File: src/hw/rtl/rmap_sqrt_pipe.sv
// Pipelined integer square root, one root bit per register stage.
// Stand-alone; carries an opaque side vector alongside each beat.
module rmap_sqrt_pipe #(
  parameter int V_W  = 41,
  parameter int R_W  = 21,
  parameter int SB_W = 1
) (
  input  logic            clk,
  input  logic            rst_n,
  input  logic            in_vld,
  input  logic [V_W-1:0]  in_val,
  input  logic [SB_W-1:0] in_sb,
  output logic            out_vld,
  output logic [R_W-1:0]  out_root,
  output logic [SB_W-1:0] out_sb
);

  localparam int W = V_W + 2;

  logic            vld_r  [0:R_W-1];
  logic [W-1:0]    rem_r  [0:R_W-1];
  logic [R_W-1:0]  root_r [0:R_W-1];
  logic [SB_W-1:0] sb_r   [0:R_W-1];

  for (genvar k = 0; k < R_W; k++) begin : g_stage
    localparam int B = R_W - 1 - k;
    logic            vld_in;
    logic [W-1:0]    rem_in;
    logic [R_W-1:0]  root_in;
    logic [SB_W-1:0] sb_in;
    logic [W-1:0]    trial;
    logic [W-1:0]    rem_nxt;
    logic [R_W-1:0]  root_nxt;

    if (k == 0) begin : g_first
      assign vld_in  = in_vld;
      assign rem_in  = W'(in_val);
      assign root_in = '0;
      assign sb_in   = in_sb;
    end else begin : g_next
      assign vld_in  = vld_r[k-1];
      assign rem_in  = rem_r[k-1];
      assign root_in = root_r[k-1];
      assign sb_in   = sb_r[k-1];
    end

    // (r + 2^B)^2 - r^2 = r * 2^(B+1) + 2^(2B)
    always_comb begin
      trial    = (W'(root_in) << (B + 1)) + (W'(1) << (2 * B));
      rem_nxt  = rem_in;
      root_nxt = root_in;
      if (rem_in >= trial) begin
        rem_nxt  = rem_in - trial;
        root_nxt = root_in | (R_W'(1) << B);
      end
    end

    always_ff @(posedge clk) begin
      if (!rst_n) begin
        vld_r[k] <= 1'b0;
      end else begin
        vld_r[k] <= vld_in;
      end
    end

    always_ff @(posedge clk) begin
      rem_r[k]  <= rem_nxt;
      root_r[k] <= root_nxt;
      sb_r[k]   <= sb_in;
    end
  end

  assign out_vld  = vld_r[R_W-1];
  assign out_root = root_r[R_W-1];
  assign out_sb   = sb_r[R_W-1];

endmodule

File: config.mk
export PLATFORM = sky130hd
export DESIGN_NAME = rmap_sqrt_pipe
export DESIGN_NICKNAME = d
export VERILOG_FILES = /design/src/hw/rtl/rmap_sqrt_pipe.sv
export SDC_FILE = /design/constraint.sdc
export NUM_CORES = 2
export LEC_CHECK = 0
export ABC_AREA = 1
export BUFFER_PORTS_ARGS = -buffer_cell sky130_fd_sc_hd__buf_2
export CORE_ASPECT_RATIO = 0.7
export CORE_MARGIN = 2
export CORE_UTILIZATION = 65
export CTS_CLUSTER_SIZE = 24
export DETAILED_ROUTE_END_ITERATION = 8
export HOLD_SLACK_MARGIN = 0.12
export PLACE_DENSITY = 0.84
export SLEW_MARGIN = 30
export SYNTH_ARGS = -nofsm -noshare
export SYNTH_HDL_FRONTEND = slang
export SYNTH_SLANG_ARGS = --single-unit
File: constraint.sdc
create_clock -name clk -period 5 [get_ports clk]
set_input_delay 0 -clock clk [delete_from_list [all_inputs] [get_ports clk]]
set_output_delay 0 -clock clk [all_outputs]
set_load 0.02 [all_outputs]
**Word level (Yosys, flattened, before mapping)**

Memories as Yosys holds them, arrays and structs flattened.
Cells that the tools add are included.

- Register bits: 0
- Bits in latches: 0
- Memory bits (writable): 1386
- ROM bits: 0
- Input bits: 45
- Output and inout port bits: 23
- Logic and storage cells: 152
- Memories: 4

Memory list:

| memory | depth | width | rd ports | clocked after memory_dff | wr ports | line | text |
|---|---|---|---|---|---|---|---|
| rem_r | 21 | 43 | 20 | 0 | 21 | 21 | `logic [W-1:0] rem_r [0:R_W-1];` |
| root_r | 21 | 21 | 21 | 0 | 21 | 22 | `logic [R_W-1:0] root_r [0:R_W-1];` |
| sb_r | 21 | 1 | 21 | 0 | 21 | 23 | `logic [SB_W-1:0] sb_r [0:R_W-1];` |
| vld_r | 21 | 1 | 21 | 0 | 21 | 20 | `logic vld_r [0:R_W-1];` |

- Add/sub/neg operators: 41
- $mul: 0
- Div/mod/pow operators: 0
- $lt $le $gt $ge: 21
- Equal/unequal tests: 0
- Shifts and indexed selects: 0
- Multiplexer cells: 65
- Bitwise gates (word level): 21
- Reductions and logical operators: 0

Operator list:

| operator | count |
|---|---|
| $mux 43 | 21 |
| $ge 43x24->1 | 1 |
| $ge 43x25->1 | 1 |
| $ge 43x26->1 | 1 |
| $ge 43x27->1 | 1 |
| $ge 43x28->1 | 1 |
| $ge 43x29->1 | 1 |
| $ge 43x30->1 | 1 |
| $ge 43x31->1 | 1 |
| $ge 43x32->1 | 1 |
| $ge 43x33->1 | 1 |
| $ge 43x34->1 | 1 |
| $ge 43x35->1 | 1 |
| $ge 43x36->1 | 1 |
| $ge 43x37->1 | 1 |
| $ge 43x38->1 | 1 |
| $ge 43x39->1 | 1 |
| $ge 43x40->1 | 1 |
| $ge 43x41->1 | 1 |
| $ge 43x42->1 | 1 |
| $ge 43x43->1 | 1 |
| $sub 43x23->43 | 1 |
| $sub 43x24->43 | 1 |
| $sub 43x25->43 | 1 |
| other kinds (61) | 104 |

**Longest topological paths before layout**

An unclocked memory read counts as a cell.

- Word-level depth: 4
- Depth in mapped cells: 16
- Gate-level depth less buffers: 16

**Worst setup path after synthesis**

OpenSTA, ideal clock, no wires.

- Path type: register to register
- From: mem root_r[6][20], in the netlist root_r[0][146]
- To: mem rem_r[1][164] (netlist name)
- Setup time: 109 ps
- Data arrival time: 1785 ps
- Required time: 4891 ps
- Path slack: 3107 ps
- Stages on the path, launching flop included: 12
- Buffers on the path: 1
- Clock period less this slack: 1893 ps
- Path through: dfxtp_1 inv_1 ha_1 nand2_2 inv_2 a21oi_1 nand2_1 a211oi_4 nand2_4 buf_6 nand2_1 inv_1

RTL lines:

| what | line |
|---|---|
| from (decl) | 22 |
| to (decl) | 21 |

==> results by group <==
Run status
  • Status: finished, violations left
  • Failing checks: DRC

Critical path
  • Worst Setup Path Type: flip-flop to flip-flop
  • R2R cell count: 12
  • Slowest CP cell: inv_2
  • CP required: roughly 5.5 ns
  • Startpoint types: flip-flop
  • Reg-to-Reg End: rem_r[4][134]
  • Reg2Reg Setup Slack: 1.72 ns
  • Crit-path most repeated cell: nand2_1
  • Critical Path Fanout Max: 50
  • Largest stage delay on the critical path: 0.78 ns
  • R2r startpoint: root_r[2][44]
  • CP startpoint: root_r[2][44]
  • Crit path capture type: flip-flop
  • Arr. time, crit path: about 3.8 ns
  • Critical-path cell list: inv_1 -> ha_1 -> o21ai_1 -> nand2_1 -> nand2_1 -> nand2_1 -> nand2_1 -> nand2_1 -> nand2_1 -> nand3_2 -> inv_2 -> o21ai_0

Placed design
  • Placer Congestion: 1.07
  • I/O Buffers: 67
  • Placed Instances: 7683
  • Hpwl dp: between 100000 and 150000 um

Final layout
  • Share of cells above drive strength 1: 0.0537
  • Final Util: 0.733
  • Layout area overhead: 11.2%
  • Final std cells w/o fill: between 7000 and 8000
  • Multi-input gate area: 22800 um2
  • Register area: 22700 um2
  • Final net count: just over 7000
  • FILL cells: 5615

Floorplanning
  • Die height: 235 um
  • Die area: about 79000 um2
  • Row Count: 84
  • I/O pin cnt: just under 70
  • Initial Utilization: 0.659
  • Die W: 335 um
  • Core Area: 75500 um2

Global route
  • Number of global-route vias before repair: 42600
  • Remaining Overflow, GRT: 0
  • Initial antenna violation count: 4
  • Largest net degree at the start of global routing: just over 50
  • All-Layer GR Usage: 0.398
  • Global-route wire length before repair: 245000 um

Power
  • Tot Pwr: 32100 uW
  • Peak supply drop: 403 uV
  • Cell Pwr Density: 580 nW/um2
  • Leakage: approximately 0.028 uW

Min path
  • Hold Crit Class: input pin to flip-flop
  • Hold EP: vld_r[7]
  • Hold Path Stages: 4
  • Hold Startpoint: rst_n

CTS
  • Root buffer cell: clkbuf_16
  • Longest Clk Path Bufs: 3
  • # H-tree levels: 3
  • Clk sink count: 1132
  • Clock buffer count from CTS: ~100
  • CTS tree: done
  • Setup bufs post-CTS: 0
  • Skew-Pair Late Insertion Delay: 0.71 ns
  • CTS clk-pin slew, worst paths: 0.07 ns

Yosys
  • Post-Syn Area: 49700 um2
  • Synthesis-stage register bit count: between 1000 and 1500
  • Top_reg_cell synth: dfxtp_1
  • Synth top area cells: dfxtp_1 46%, nand2_1 15%, inv_1 7.4%
  • Gate Count Post-Synth: 6681
  • Post-synth top area share: 0.456
  • Syn_area_per_cell: 7.45 um2
  • Count of cell types in the netlist: 59
  • Fraction of registers with async set/reset: 0
  • Yosys Warn Count: 0
  • Post-synthesis sequential area ratio: 0.456
  • Synth area leader: dfxtp_1
  • Number of flops mapped to enable cells by yosys: 0

Route
  • DR DRC count: 17
  • Avg Vias per Cell: 5.76
  • Final ANT Viol Nets: 0
  • First DRT Iteration DRCs: 6119
  • DR WL/cell: 20.2 um
  • Drt pass-1 iters: 9
  • Final WL: around 160000 um
  • Vias: between 40000 and 50000

Timing
  • Slew at the pin closest to its max-slew limit: 0.975 ns
  • Endpoints failing hold: 0
  • Period utilization: 0.655
  • Slew headroom: 0.343
  • Max Slew Vio Count: 0
  • Setup Skew: 0.0615 ns
  • Endpoints failing setup: 0
  • Setup tns final: 0 ns
  • Minimum clock period: 3.28 ns
  • RSZ-0062 raised after global routing: false
  • Fmax: ~310 MHz

Job
  • Max cap viols: 0
-- routing by layer --
layer,GRT usage,routed length [um],up-vias
met5,0,9,-
met4,0.129,5770,2
met3,0.111,21600,495
met2,0.555,62800,2945
met1,0.589,70500,21000
li1,-,-,21400
-- worst max-delay path by stage --
stage	to	slack [ns]	cells past startpoint
6_report	rem_r[4][134]	1.72	12
5_1_grt	rem_r[2][147]	1.48	10
4_1_cts	rem_r[2][154]	1.84	10
3_5_place_dp	rem_r[2][167]	1.87	9
3_3_place_gp	rem_r[2][154]	1.96	10
2_1_floorplan	rem_r[1][164]	3.11	11
-- what timing repair did --
item / 4_1_cts / 5_1_grt
hold buffers: 88 / 0
endpoints found under the hold margin: 63 / 0
gates resized for setup: 0 / 0
setup endpoints to repair: 0 / 0
-- worst max-delay path, delay by kind of cell (launching register included) --
kind | cells | cell delay, ns
flops | 1 | 0.33
compound gates | 2 | 0.41
simple gates | 7 | 1.09
buf+inv | 2 | 0.82
fa+ha+maj | 1 | 0.38
-- power by group --
group / total, uW / internal [uW] / switching [uW]
logic: 10700 / 3460 / 7280
registers: 13000 / 11000 / 1990
clock network: 8340 / 4620 / 3730
-- state kept, by name, indices dropped and copies added, names as in the netlist --
signal / count
rem_r: 859
root_r: 231
sb_r: 21
vld_r: 21
-- synthesized netlist by cell type (all sizes together), types with 29 or more instances --
cell type	number
inv	1007
nor4	76
buf	54
a21oi	308
nand2	1989
xor2	134
nor2	694
xnor2	106
dfxtp	1132
o21ai	196
nor3	107
nand3	359
ha	248
nand3b	29
nand4	120
-- cells by family (layout without fill, tap and decap cells) --
family                     count (synthesis)  count (layout)  share of synthesized area
AOI/OAI and AO/OA                        584             584                     0.0662
xor gates and xnor gates                 240             240                     0.0423
adders and majority gates                248             248                     0.0624
buffers and inverters                   1066            1348                     0.0854
DFF                                     1132            1132                      0.456
other                                      1               3                  0.0000754
and+or+nand+nor                         3410            3410                      0.288
-- metrics by stage --
step / setup WS (ns) / area (um2) / hold WS, ns
2_1_floorplan: 3.11 / 49800 / 0.0277
3_3_place_gp: 1.96 / 50900 / 0.102
3_5_place_dp: 1.87 / 50900 / 0.104
4_1_cts: 1.84 / 55300 / 0.233
5_1_grt: 1.48 / 55300 / 0.294
6_report: 1.72 / 55300 / 0.276
-- cell usage in the layout, fill, tap and decap left out, types with 14 or more instances in the layout --
cell              n
a21boi_0         16
a21o_1           15
a21oi_1         286
a21oi_2          21
buf_2            67
bufinv_16        14
clkbuf_16        98
clkbuf_8         14
clkinv_2         18
dfxtp_1        1132
dlygate4sd3_1    88
ha_1            248
inv_1           982
inv_2            24
nand2_1        1966
nand2_2          20
nand3_1         353
nand3b_1         29
nand4_1         119
nor2_1          670
nor2_2           19
nor3_1          101
nor4_1           76
o21ai_0         149
o21ai_1          33
o21ai_2          14
o21bai_1         20
xnor2_1         106
xor2_1          134
-- final cells by class --
class                      instances  share of cell area
inverter                        1009              0.0686
clock inverter                    61              0.0157
tap                              989              0.0224
antenna                            1           0.0000452
multi-input combinational       4484               0.413
sequential                      1132               0.410
clock buffer                     121              0.0484
timing repair buffer             157              0.0226
No activity file was read; power rests on OpenSTA's default activity.
